[config.mk]
export PLATFORM = sky130hd
export DESIGN_NAME = two_class_priority_queue_top
export DESIGN_NICKNAME = d
export VERILOG_FILES = /design/src/hw/rtl/tcpq_pkg.sv /design/src/hw/rtl/tcpq_ctrl.sv /design/src/hw/rtl/tcpq_dp.sv /design/src/hw/rtl/two_class_priority_queue_top.sv
export SDC_FILE = /design/constraint.sdc
export NUM_CORES = 2
export LEC_CHECK = 0
export BUFFER_PORTS_ARGS = -buffer_cell sky130_fd_sc_hd__buf_4
export CORE_UTILIZATION = 62
export DETAILED_ROUTE_END_ITERATION = 12
export GPL_TIMING_DRIVEN = 0
export HOLD_SLACK_MARGIN = 0.06
export PLACE_DENSITY = 0.79
export SLEW_MARGIN = 5
export SYNTH_ARGS = -nofsm -noshare
export SYNTH_HDL_FRONTEND = slang
export SYNTH_HIERARCHICAL = 1
export SYNTH_SLANG_ARGS = --single-unit
[constraint.sdc]
create_clock -name i_clk -period 13.3 [get_ports i_clk]
set_clock_uncertainty 0.05 [all_clocks]
set_input_delay 1.995 -clock i_clk [delete_from_list [all_inputs] [get_ports i_clk]]
set_output_delay 1.995 -clock i_clk [all_outputs]
set_load 0.01 [all_outputs]
[src/hw/rtl/tcpq_pkg.sv]
// ----------------------------------------------------------------------------
// tcpq_pkg
// Shared types and constants of the two-class strict-priority queue:
// field widths, request and status codes, controller/datapath handshake.
// ----------------------------------------------------------------------------
package tcpq_pkg;

    // widths of the transaction fields
    localparam int TAG_W    = 32;
    localparam int TICKET_W = 16;
    localparam int COUNT_W  = 5;
    localparam int STATUS_W = 2;

    // request codes
    localparam logic CMD_ENQ = 1'b0;
    localparam logic CMD_DEQ = 1'b1;

    // result status codes
    localparam logic [STATUS_W-1:0] ST_OK    = 2'd0;
    localparam logic [STATUS_W-1:0] ST_EMPTY = 2'd1;
    localparam logic [STATUS_W-1:0] ST_FULL  = 2'd2;

    // controller to datapath
    typedef struct packed {
        logic accept;   // capture request and read both queue heads
        logic exec;     // commit queue update and load the result register
    } t_ctrl_cmd;

    // datapath to controller
    typedef struct packed {
        logic out_busy; // result register holds a transaction that is stalled
    } t_dp_status;

endpackage

[src/hw/rtl/tcpq_ctrl.sv]
// ----------------------------------------------------------------------------
// tcpq_ctrl
// Request sequencer: takes one request, then commits it into the datapath
// as soon as the result register can take the new result.
// ----------------------------------------------------------------------------
module tcpq_ctrl (
    input  logic                  i_clk,
    input  logic                  i_rst_n,
    input  logic                  i_in_valid,
    output logic                  o_in_stall,
    input  tcpq_pkg::t_dp_status  i_status_dp,
    output tcpq_pkg::t_ctrl_cmd   o_cmd_ctl
);

    localparam logic S_IDLE = 1'b0;
    localparam logic S_EXEC = 1'b1;

    logic r_state;
    logic n_state;

    always_comb begin
        o_cmd_ctl.accept = 1'b0;
        o_cmd_ctl.exec   = 1'b0;
        n_state          = r_state;
        case (r_state)
            S_IDLE: begin
                if (i_in_valid) begin
                    o_cmd_ctl.accept = 1'b1;
                    n_state          = S_EXEC;
                end
            end
            S_EXEC: begin
                // wait while the previous result is still stalled
                if (!i_status_dp.out_busy) begin
                    o_cmd_ctl.exec = 1'b1;
                    n_state        = S_IDLE;
                end
            end
            default: begin
                n_state = S_IDLE;
            end
        endcase
    end

    assign o_in_stall = (r_state != S_IDLE);

    always_ff @(posedge i_clk) begin
        if (!i_rst_n) begin
            r_state <= S_IDLE;
        end else begin
            r_state <= n_state;
        end
    end

endmodule

[src/hw/rtl/tcpq_dp.sv]
// ----------------------------------------------------------------------------
// tcpq_dp
// Datapath: two circular queue memories with head/tail pointers and fill
// counts, the wrapping ticket counter, and the result register.
// ----------------------------------------------------------------------------
module tcpq_dp #(
    parameter int QUEUE_DEPTH = 16,
    parameter int TAG_BITS    = 32,
    parameter int TICKET_BITS = 16
) (
    input  logic                                i_clk,
    input  logic                                i_rst_n,
    input  tcpq_pkg::t_ctrl_cmd                 i_cmd_ctl,
    output tcpq_pkg::t_dp_status                o_status_dp,
    input  logic                                i_cmd,
    input  logic                                i_priority_req,
    input  logic [tcpq_pkg::TAG_W-1:0]          i_user_tag,
    output logic                                o_out_valid,
    input  logic                                i_out_stall,
    output logic [tcpq_pkg::TICKET_W-1:0]       o_ticket,
    output logic [tcpq_pkg::TAG_W-1:0]          o_served_tag,
    output logic                                o_served_priority,
    output logic [tcpq_pkg::STATUS_W-1:0]       o_status,
    output logic [tcpq_pkg::COUNT_W-1:0]        o_priority_count,
    output logic [tcpq_pkg::COUNT_W-1:0]        o_normal_count
);

    localparam int TW      = tcpq_pkg::TAG_W;
    localparam int TKW     = tcpq_pkg::TICKET_W;
    localparam int CW      = tcpq_pkg::COUNT_W;
    localparam int PTR_W   = $clog2(QUEUE_DEPTH);
    localparam int CNT_W   = $clog2(QUEUE_DEPTH + 1);
    localparam int STAG_W  = (TAG_BITS < TW) ? TAG_BITS : TW;
    localparam int ENTRY_W = STAG_W + TICKET_BITS;

    localparam logic [PTR_W-1:0] LAST_PTR = PTR_W'(QUEUE_DEPTH - 1);
    localparam logic [CNT_W-1:0] FULL_CNT = CNT_W'(QUEUE_DEPTH);

    function automatic logic [PTR_W-1:0] f_adv(input logic [PTR_W-1:0] p);
        return (p == LAST_PTR) ? '0 : p + 1'b1;
    endfunction

    // queue memories, entry = {tag, ticket}
    logic [ENTRY_W-1:0]     r_p_mem [QUEUE_DEPTH];
    logic [ENTRY_W-1:0]     r_n_mem [QUEUE_DEPTH];
    logic [ENTRY_W-1:0]     r_p_rd;
    logic [ENTRY_W-1:0]     r_n_rd;

    logic [PTR_W-1:0]       r_p_head, r_p_tail, r_n_head, r_n_tail;
    logic [CNT_W-1:0]       r_p_fill, r_n_fill;
    logic [CNT_W-1:0]       n_p_fill, n_n_fill;
    logic [TICKET_BITS-1:0] r_ticket_cnt;
    logic [TICKET_BITS-1:0] n_ticket_cnt;

    // captured request
    logic                   r_req_cmd;
    logic                   r_req_prio;
    logic [STAG_W-1:0]      r_req_tag;

    // result register
    logic                   r_out_valid;
    logic [TKW-1:0]         r_ticket;
    logic [TW-1:0]          r_served_tag;
    logic                   r_served_prio;
    logic [1:0]             r_status;
    logic [CW-1:0]          r_p_count;
    logic [CW-1:0]          r_n_count;

    logic                   push_p, push_n, pop_p, pop_n;
    logic [TICKET_BITS-1:0] res_ticket;
    logic [STAG_W-1:0]      res_tag;
    logic                   res_prio;
    logic [1:0]             res_status;

    assign n_ticket_cnt = r_ticket_cnt + 1'b1;

    always_comb begin
        push_p     = 1'b0;
        push_n     = 1'b0;
        pop_p      = 1'b0;
        pop_n      = 1'b0;
        res_ticket = '0;
        res_tag    = '0;
        res_prio   = 1'b0;
        res_status = tcpq_pkg::ST_OK;
        if (r_req_cmd == tcpq_pkg::CMD_ENQ) begin
            if (r_req_prio ? (r_p_fill == FULL_CNT) : (r_n_fill == FULL_CNT)) begin
                res_status = tcpq_pkg::ST_FULL;
            end else begin
                push_p     = r_req_prio;
                push_n     = !r_req_prio;
                res_ticket = n_ticket_cnt;
            end
        end else begin
            // strict priority: the priority queue is always served first
            if (r_p_fill != '0) begin
                pop_p      = 1'b1;
                res_prio   = 1'b1;
                res_ticket = r_p_rd[TICKET_BITS-1:0];
                res_tag    = r_p_rd[ENTRY_W-1:TICKET_BITS];
            end else if (r_n_fill != '0) begin
                pop_n      = 1'b1;
                res_ticket = r_n_rd[TICKET_BITS-1:0];
                res_tag    = r_n_rd[ENTRY_W-1:TICKET_BITS];
            end else begin
                res_status = tcpq_pkg::ST_EMPTY;
            end
        end
    end

    always_comb begin
        n_p_fill = r_p_fill;
        n_n_fill = r_n_fill;
        if (push_p) begin
            n_p_fill = r_p_fill + 1'b1;
        end else if (pop_p) begin
            n_p_fill = r_p_fill - 1'b1;
        end
        if (push_n) begin
            n_n_fill = r_n_fill + 1'b1;
        end else if (pop_n) begin
            n_n_fill = r_n_fill - 1'b1;
        end
    end

    // memories and captured request, no reset
    always_ff @(posedge i_clk) begin
        if (i_cmd_ctl.accept) begin
            r_req_cmd  <= i_cmd;
            r_req_prio <= i_priority_req;
            r_req_tag  <= i_user_tag[STAG_W-1:0];
            r_p_rd     <= r_p_mem[r_p_head];
            r_n_rd     <= r_n_mem[r_n_head];
        end
        if (i_cmd_ctl.exec && push_p) begin
            r_p_mem[r_p_tail] <= {r_req_tag, n_ticket_cnt};
        end
        if (i_cmd_ctl.exec && push_n) begin
            r_n_mem[r_n_tail] <= {r_req_tag, n_ticket_cnt};
        end
    end

    // queue control state
    always_ff @(posedge i_clk) begin
        if (!i_rst_n) begin
            r_p_head     <= '0;
            r_p_tail     <= '0;
            r_n_head     <= '0;
            r_n_tail     <= '0;
            r_p_fill     <= '0;
            r_n_fill     <= '0;
            r_ticket_cnt <= '0;
        end else if (i_cmd_ctl.exec) begin
            r_p_fill <= n_p_fill;
            r_n_fill <= n_n_fill;
            if (push_p) begin
                r_p_tail <= f_adv(r_p_tail);
            end
            if (push_n) begin
                r_n_tail <= f_adv(r_n_tail);
            end
            if (pop_p) begin
                r_p_head <= f_adv(r_p_head);
            end
            if (pop_n) begin
                r_n_head <= f_adv(r_n_head);
            end
            if (push_p || push_n) begin
                r_ticket_cnt <= n_ticket_cnt;
            end
        end
    end

    // result register
    always_ff @(posedge i_clk) begin
        if (!i_rst_n) begin
            r_out_valid <= 1'b0;
        end else if (i_cmd_ctl.exec) begin
            r_out_valid <= 1'b1;
        end else if (!i_out_stall) begin
            r_out_valid <= 1'b0;
        end
    end

    always_ff @(posedge i_clk) begin
        if (i_cmd_ctl.exec) begin
            r_ticket      <= TKW'(res_ticket);
            r_served_tag  <= TW'(res_tag);
            r_served_prio <= res_prio;
            r_status      <= res_status;
            r_p_count     <= CW'(n_p_fill);
            r_n_count     <= CW'(n_n_fill);
        end
    end

    assign o_status_dp.out_busy = r_out_valid && i_out_stall;

    assign o_out_valid       = r_out_valid;
    assign o_ticket          = r_ticket;
    assign o_served_tag      = r_served_tag;
    assign o_served_priority = r_served_prio;
    assign o_status          = r_status;
    assign o_priority_count  = r_p_count;
    assign o_normal_count    = r_n_count;

endmodule

[src/hw/rtl/two_class_priority_queue_top.sv]
// ----------------------------------------------------------------------------
// two_class_priority_queue_top
// Two FIFO queues, priority and normal, with strict-priority dequeue and a
// wrapping ticket counter; one result transaction per request transaction.
//
//   channel   direction   handshake                  payload
//   -------   ---------   ------------------------   -----------------------
//   request   in          i_in_valid / o_in_stall    cmd, priority_req, user_tag
//   result    out         o_out_valid / i_out_stall  ticket, tag, class, status, counts
//
// A request is accepted in the idle state, which captures it and reads both queue
// heads from the registered memory ports; the exec state then commits the update
// and loads the result register, waiting in that state while a result is stalled.
// A new request is accepted while a result still waits. Reset is synchronous
// and active low, and empties both queues.
// ----------------------------------------------------------------------------
module two_class_priority_queue_top #(
    parameter int QUEUE_DEPTH = 16,
    parameter int TAG_BITS    = 32,
    parameter int TICKET_BITS = 16
) (
    input  logic                                i_clk,
    input  logic                                i_rst_n,
    input  logic                                i_in_valid,
    output logic                                o_in_stall,
    input  logic                                i_cmd,
    input  logic                                i_priority_req,
    input  logic [tcpq_pkg::TAG_W-1:0]          i_user_tag,
    output logic                                o_out_valid,
    input  logic                                i_out_stall,
    output logic [tcpq_pkg::TICKET_W-1:0]       o_ticket,
    output logic [tcpq_pkg::TAG_W-1:0]          o_served_tag,
    output logic                                o_served_priority,
    output logic [tcpq_pkg::STATUS_W-1:0]       o_status,
    output logic [tcpq_pkg::COUNT_W-1:0]        o_priority_count,
    output logic [tcpq_pkg::COUNT_W-1:0]        o_normal_count
);

    tcpq_pkg::t_ctrl_cmd  cmd_ctl;
    tcpq_pkg::t_dp_status status_dp;

    tcpq_ctrl u_ctrl (
        .i_clk       (i_clk),
        .i_rst_n     (i_rst_n),
        .i_in_valid  (i_in_valid),
        .o_in_stall  (o_in_stall),
        .i_status_dp (status_dp),
        .o_cmd_ctl   (cmd_ctl)
    );

    tcpq_dp #(
        .QUEUE_DEPTH (QUEUE_DEPTH),
        .TAG_BITS    (TAG_BITS),
        .TICKET_BITS (TICKET_BITS)
    ) u_dp (
        .i_clk             (i_clk),
        .i_rst_n           (i_rst_n),
        .i_cmd_ctl         (cmd_ctl),
        .o_status_dp       (status_dp),
        .i_cmd             (i_cmd),
        .i_priority_req    (i_priority_req),
        .i_user_tag        (i_user_tag),
        .o_out_valid       (o_out_valid),
        .i_out_stall       (i_out_stall),
        .o_ticket          (o_ticket),
        .o_served_tag      (o_served_tag),
        .o_served_priority (o_served_priority),
        .o_status          (o_status),
        .o_priority_count  (o_priority_count),
        .o_normal_count    (o_normal_count)
    );

endmodule
==> results.rst <==
.. list-table::
   :header-rows: 1

   * - Metric
     - Value
   * - Number of instances in the synthesized netlist
     - 3108
   * - Die outline width
     - ~330 µm
   * - Part of the Yosys area used for sequential elements
     - a little under 80%
   * - Cts hold-fix bufs
     - 0
   * - Via count of the routed design
     - about 35000
   * - Arrival time of data at the critical path endpoint
     - 6880 ps
   * - RSZ-0062 raised after global routing
     - false
   * - Total inserted antenna cells
     - 0
   * - Primary FF master, synth
     - sky130_fd_sc_hd__edfxtp_1
   * - Initial antenna violation count
     - 5
   * - Starting Density
     - 62.8%
   * - DIE HEIGHT
     - about 330 µm
   * - First-pass GRT wire length
     - roughly 250000 µm
   * - NumNets Final
     - 3541
   * - Min Clock Period, post-route
     - roughly 6500 ps
   * - Share of the cycle needed by the critical path after routing
     - 48.6%
   * - Slack of the worst reg-to-reg path
     - between 7000 and 8000 ps
   * - Total power density per cell area
     - approximately 150 nW/µm²
   * - Via count of the first global-routing pass
     - about 36000
   * - Clock Tree Root
     - sky130_fd_sc_hd__clkbuf_16
   * - Share of layout cells above drive strength 1
     - about a quarter
   * - Pin count of the biggest net entering global routing
     - 35
   * - Wire length per cell
     - 34.2 µm
   * - Slew Viols, Final
     - 0
   * - Clock transition at the registers of the reported paths
     - about 60 ps
   * - Outcome
     - finished clean
   * - Met1 Use GR
     - between 40% and 50%
   * - Leak
     - 23.9 nW
   * - Overall global routing resource usage
     - about a third
   * - Total of cells resized after clock tree synthesis
     - 0
   * - Setup violators final
     - 0
   * - Detailed router's first-iteration violation count
     - ~5300
   * - Met3 demand-to-capacity share in global routing
     - between 6 and 7%
   * - Remaining global-route overflow
     - 0
   * - Skew-Pair Late Insertion Delay
     - 770 ps
   * - First drt pass iteration count
     - 5
   * - Syn Area/Cell
     - around 22 µm²
   * - Sum of internal, switching and leakage power
     - 11.3 mW
   * - Syn_nets
     - roughly 3200
   * - Total clock sinks
     - 1771
   * - Slew at the pin closest to its max-slew limit
     - 1440 ps
   * - H-tree depth
     - 4
   * - Global-route track usage on met2
     - roughly half
   * - Hold Crit Start
     - u_dp/r_ticket_cnt[15]
   * - Hold violation count in the final report
     - 0
   * - Yosys Warn Count
     - 6
   * - # port buffers
     - 100
   * - FF-to-FF path depth
     - 12
   * - Crit path kind
     - input pin to flip-flop
   * - GRT Max-Usage Layer
     - met2
   * - Async set or reset register ratio after synthesis
     - 0%
   * - Hold crit path type
     - flip-flop to flip-flop
   * - Synth Register Bits
     - approximately 1800
   * - Critical path peak fanout
     - 22
   * - Std-Cell Core Area
     - between 100000 and 150000 µm²
   * - Core Rows
     - 120
   * - Boundary pin count
     - just over 100
   * - WP data required
     - around 14000 ps
   * - Sum of negative setup slack
     - 0 ps
   * - Die footprint
     - about 110000 µm²
   * - Post-detailed-routing wire length
     - between 150000 and 200000 µm
   * - Endpoint class of the critical path
     - flip-flop
   * - Number of DRC violations after detailed routing
     - 0
   * - Worst slew slack as a fraction of its limit
     - about 4.3%
   * - Hold path depth
     - 2
   * - Worst-case clock buffer depth
     - 3
   * - Sum of net half-perimeters after detailed placement
     - ~100000 µm
   * - Largest vdd supply drop
     - ~0.13 mV
   * - Final weighted congestion in routability-driven placement
     - about 0.83
   * - EDFF count, synth
     - 1727
   * - Detail-routed via count per cell
     - approximately 7.0
   * - Endpoint of the worst hold path
     - u_dp/r_ticket_cnt[15]
   * - Max capacitance violation total
     - 0
   * - Capture instance of the worst register-to-register path
     - u_dp/r_p_mem[2][26]
   * - Count of unique library cells instantiated by Yosys
     - between 50 and 60
   * - Achievable frequency
     - 155 MHz
   * - CTS buffer count
     - 170
   * - Kind of start point of the critical path
     - input pin
   * - Antenna violation net count after detailed routing
     - 0
   * - Area growth from synthesis to layout
     - 15.0%
   * - Count of buffers added by post-CTS timing repair for setup
     - 0
   * - Reg-to-Reg Start
     - u_dp/o_out_valid
   * - Netlist area before placement
     - a little under 70000 µm²
   * - CTS tree
     - built
-- cells in the mapped netlist, types with 2 or more instances --
| cell type | number | share of area, % |
|---|---|---|
| sky130_fd_sc_hd__ha_1 | 15 | 0.28 |
| sky130_fd_sc_hd__nor2b_1 | 106 | 0.98 |
| sky130_fd_sc_hd__nor2_1 | 44 | 0.24 |
| sky130_fd_sc_hd__nor4_1 | 2 | 0.019 |
| sky130_fd_sc_hd__a21oi_1 | 111 | 0.82 |
| sky130_fd_sc_hd__or3_1 | 5 | 0.046 |
| sky130_fd_sc_hd__xnor2_1 | 20 | 0.26 |
| sky130_fd_sc_hd__nand3_1 | 13 | 0.096 |
| sky130_fd_sc_hd__a21boi_0 | 10 | 0.11 |
| sky130_fd_sc_hd__a22o_1 | 32 | 0.42 |
| sky130_fd_sc_hd__nand4b_1 | 5 | 0.065 |
| sky130_fd_sc_hd__clkbuf_1 | 99 | 0.55 |
| sky130_fd_sc_hd__mux4_2 | 384 | 13 |
| sky130_fd_sc_hd__o21ai_0 | 19 | 0.14 |
| sky130_fd_sc_hd__and2_1 | 14 | 0.13 |
| sky130_fd_sc_hd__mux2i_1 | 102 | 1.5 |
| sky130_fd_sc_hd__a21o_1 | 2 | 0.022 |
| sky130_fd_sc_hd__a41oi_1 | 2 | 0.026 |
| sky130_fd_sc_hd__buf_2 | 47 | 0.35 |
| sky130_fd_sc_hd__o311ai_0 | 2 | 0.026 |
| sky130_fd_sc_hd__xor2_1 | 14 | 0.18 |
| sky130_fd_sc_hd__nand2_1 | 45 | 0.25 |
| sky130_fd_sc_hd__buf_1 | 13 | 0.072 |
| sky130_fd_sc_hd__inv_1 | 20 | 0.11 |
| sky130_fd_sc_hd__nor3_1 | 17 | 0.13 |
| sky130_fd_sc_hd__a211oi_1 | 96 | 1.1 |
| sky130_fd_sc_hd__nand4_1 | 13 | 0.12 |
| sky130_fd_sc_hd__a22oi_1 | 17 | 0.19 |
| sky130_fd_sc_hd__dfxtp_1 | 44 | 1.3 |
| sky130_fd_sc_hd__and3_1 | 6 | 0.056 |
| sky130_fd_sc_hd__a311oi_1 | 3 | 0.039 |
| sky130_fd_sc_hd__o31ai_1 | 2 | 0.022 |
| sky130_fd_sc_hd__buf_4 | 14 | 0.16 |
| sky130_fd_sc_hd__edfxtp_1 | 1727 | 77 |
| sky130_fd_sc_hd__o211ai_1 | 2 | 0.022 |
| sky130_fd_sc_hd__o21a_1 | 6 | 0.067 |
| sky130_fd_sc_hd__nand2b_1 | 16 | 0.15 |
| sky130_fd_sc_hd__a31oi_1 | 2 | 0.019 |
-- cells by family after synthesis --
family	synth area share, %
buffers and inverters	1.25
multiplexers	14.3
XOR/XNOR	0.441
AO/OA/AOI/OAI	3.16
adder cells (fa/ha/maj)	0.278
AND/OR/NAND/NOR	2.36
flip-flops	78.2
-- state kept, by name (all words and copies together) (netlist names), 5 cells and up --
register               cells
u_dp/r_n_mem             768
u_dp/r_p_mem             768
u_dp/r_n_rd               48
u_dp/r_p_rd               48
u_dp/o_served_tag         32
u_dp/r_req_tag            32
u_dp/o_ticket             16
u_dp/r_ticket_cnt         16
u_dp/o_normal_count        5
u_dp/o_priority_count      5
u_dp/r_n_fill              5
u_dp/r_p_fill              5
-- power by group --
| group | leakage, nW | internal (mW) | total (mW) | switching [mW] |
|---|---|---|---|---|
| combinational | 5.36 | 0.0718 | 0.182 | 0.110 |
| sequential | 15.8 | 6.14 | 6.21 | 0.0614 |
| clock | 2.73 | 2.83 | 4.90 | 2.06 |
| total | 23.9 | 9.05 | 11.3 | 2.23 |
-- layout make-up --
class / instances / area [µm²]
sequential: 1771 / 52700
buffer: 174 / 767
clock buffer: 212 / 4550
clock inverter: 103 / 1060
timing repair buffer: 208 / 2420
multi-input combinational: 1143 / 14200
fill: 5739 / 29900
inverter: 20 / 75.1
tap: 1403 / 1760
-- cell usage in the layout (no fill, tap or decap), types with 9 or more instances in the layout --
cell,Yosys,final
sky130_fd_sc_hd__nand4_1,13,13
sky130_fd_sc_hd__a21boi_0,10,10
sky130_fd_sc_hd__clkbuf_16,0,176
sky130_fd_sc_hd__nor2_1,44,20
sky130_fd_sc_hd__inv_1,20,20
sky130_fd_sc_hd__nand2_1,45,45
sky130_fd_sc_hd__a22oi_1,17,17
sky130_fd_sc_hd__clkinv_2,0,27
sky130_fd_sc_hd__and2_1,14,14
sky130_fd_sc_hd__o21ai_0,19,19
sky130_fd_sc_hd__a21oi_1,111,111
sky130_fd_sc_hd__buf_6,0,19
sky130_fd_sc_hd__dfxtp_1,44,44
sky130_fd_sc_hd__nor2_4,0,24
sky130_fd_sc_hd__buf_4,14,142
sky130_fd_sc_hd__clkinv_1,0,40
sky130_fd_sc_hd__nand3_1,13,13
sky130_fd_sc_hd__nand2b_1,16,16
sky130_fd_sc_hd__a211oi_1,96,96
sky130_fd_sc_hd__edfxtp_1,1727,1727
sky130_fd_sc_hd__nor3_1,17,9
sky130_fd_sc_hd__buf_1,13,13
sky130_fd_sc_hd__mux2i_1,102,102
sky130_fd_sc_hd__xnor2_1,20,18
sky130_fd_sc_hd__nor2b_1,106,104
sky130_fd_sc_hd__buf_12,0,53
sky130_fd_sc_hd__a22o_1,32,32
sky130_fd_sc_hd__mux4_2,384,384
sky130_fd_sc_hd__buf_2,47,47
sky130_fd_sc_hd__bufinv_16,0,21
sky130_fd_sc_hd__ha_1,15,15
sky130_fd_sc_hd__clkbuf_1,99,133
-- how the worst max path moves through the flow --
stage | startpoint | end
2_1_floorplan | i_out_stall | u_dp/r_p_mem[2][0]
3_3_place_gp | i_out_stall | u_dp/r_p_mem[2][28]
3_5_place_dp | i_out_stall | u_dp/r_p_mem[2][28]
4_1_cts | i_out_stall | u_dp/r_p_mem[2][22]
5_1_grt | i_out_stall | u_dp/r_p_mem[2][22]
6_report | i_out_stall | u_dp/r_p_mem[2][26]
-- critical path, stage by stage --
cell                       delay [ps]
sky130_fd_sc_hd__buf_4            100
sky130_fd_sc_hd__and2_1           190
sky130_fd_sc_hd__nor2b_4          490
sky130_fd_sc_hd__buf_12           280
sky130_fd_sc_hd__buf_2            290
sky130_fd_sc_hd__nand2b_1         140
sky130_fd_sc_hd__a311oi_1         860
sky130_fd_sc_hd__clkbuf_1         590
sky130_fd_sc_hd__nand2_1          430
sky130_fd_sc_hd__nor3_2           740
sky130_fd_sc_hd__buf_6            270
sky130_fd_sc_hd__buf_6            190
sky130_fd_sc_hd__buf_4            240
-- routing by layer --
layer / up-vias / part of all wire [%]
met5: - / 0.027
met4: 6 / 5.0
met3: 511 / 11
met2: 2823 / 50
met1: 18110 / 34
li1: 13716 / -
-- stage by stage --
stage	worst slack, ps	hold WS (ps)	util, %	std cells	cell area (µm²)
6_report	6840	479	72.2	5034	77600
5_1_grt	6860	501	72.2	5034	77600
4_1_cts	7100	483	72.2	5033	77600
3_5_place_dp	6400	473	66.9	4718	72000
3_3_place_gp	-3360	449	65.1	4611	70000
2_1_floorplan	3000	426	-	3108	67500
(Power assumes the default switching activity.)
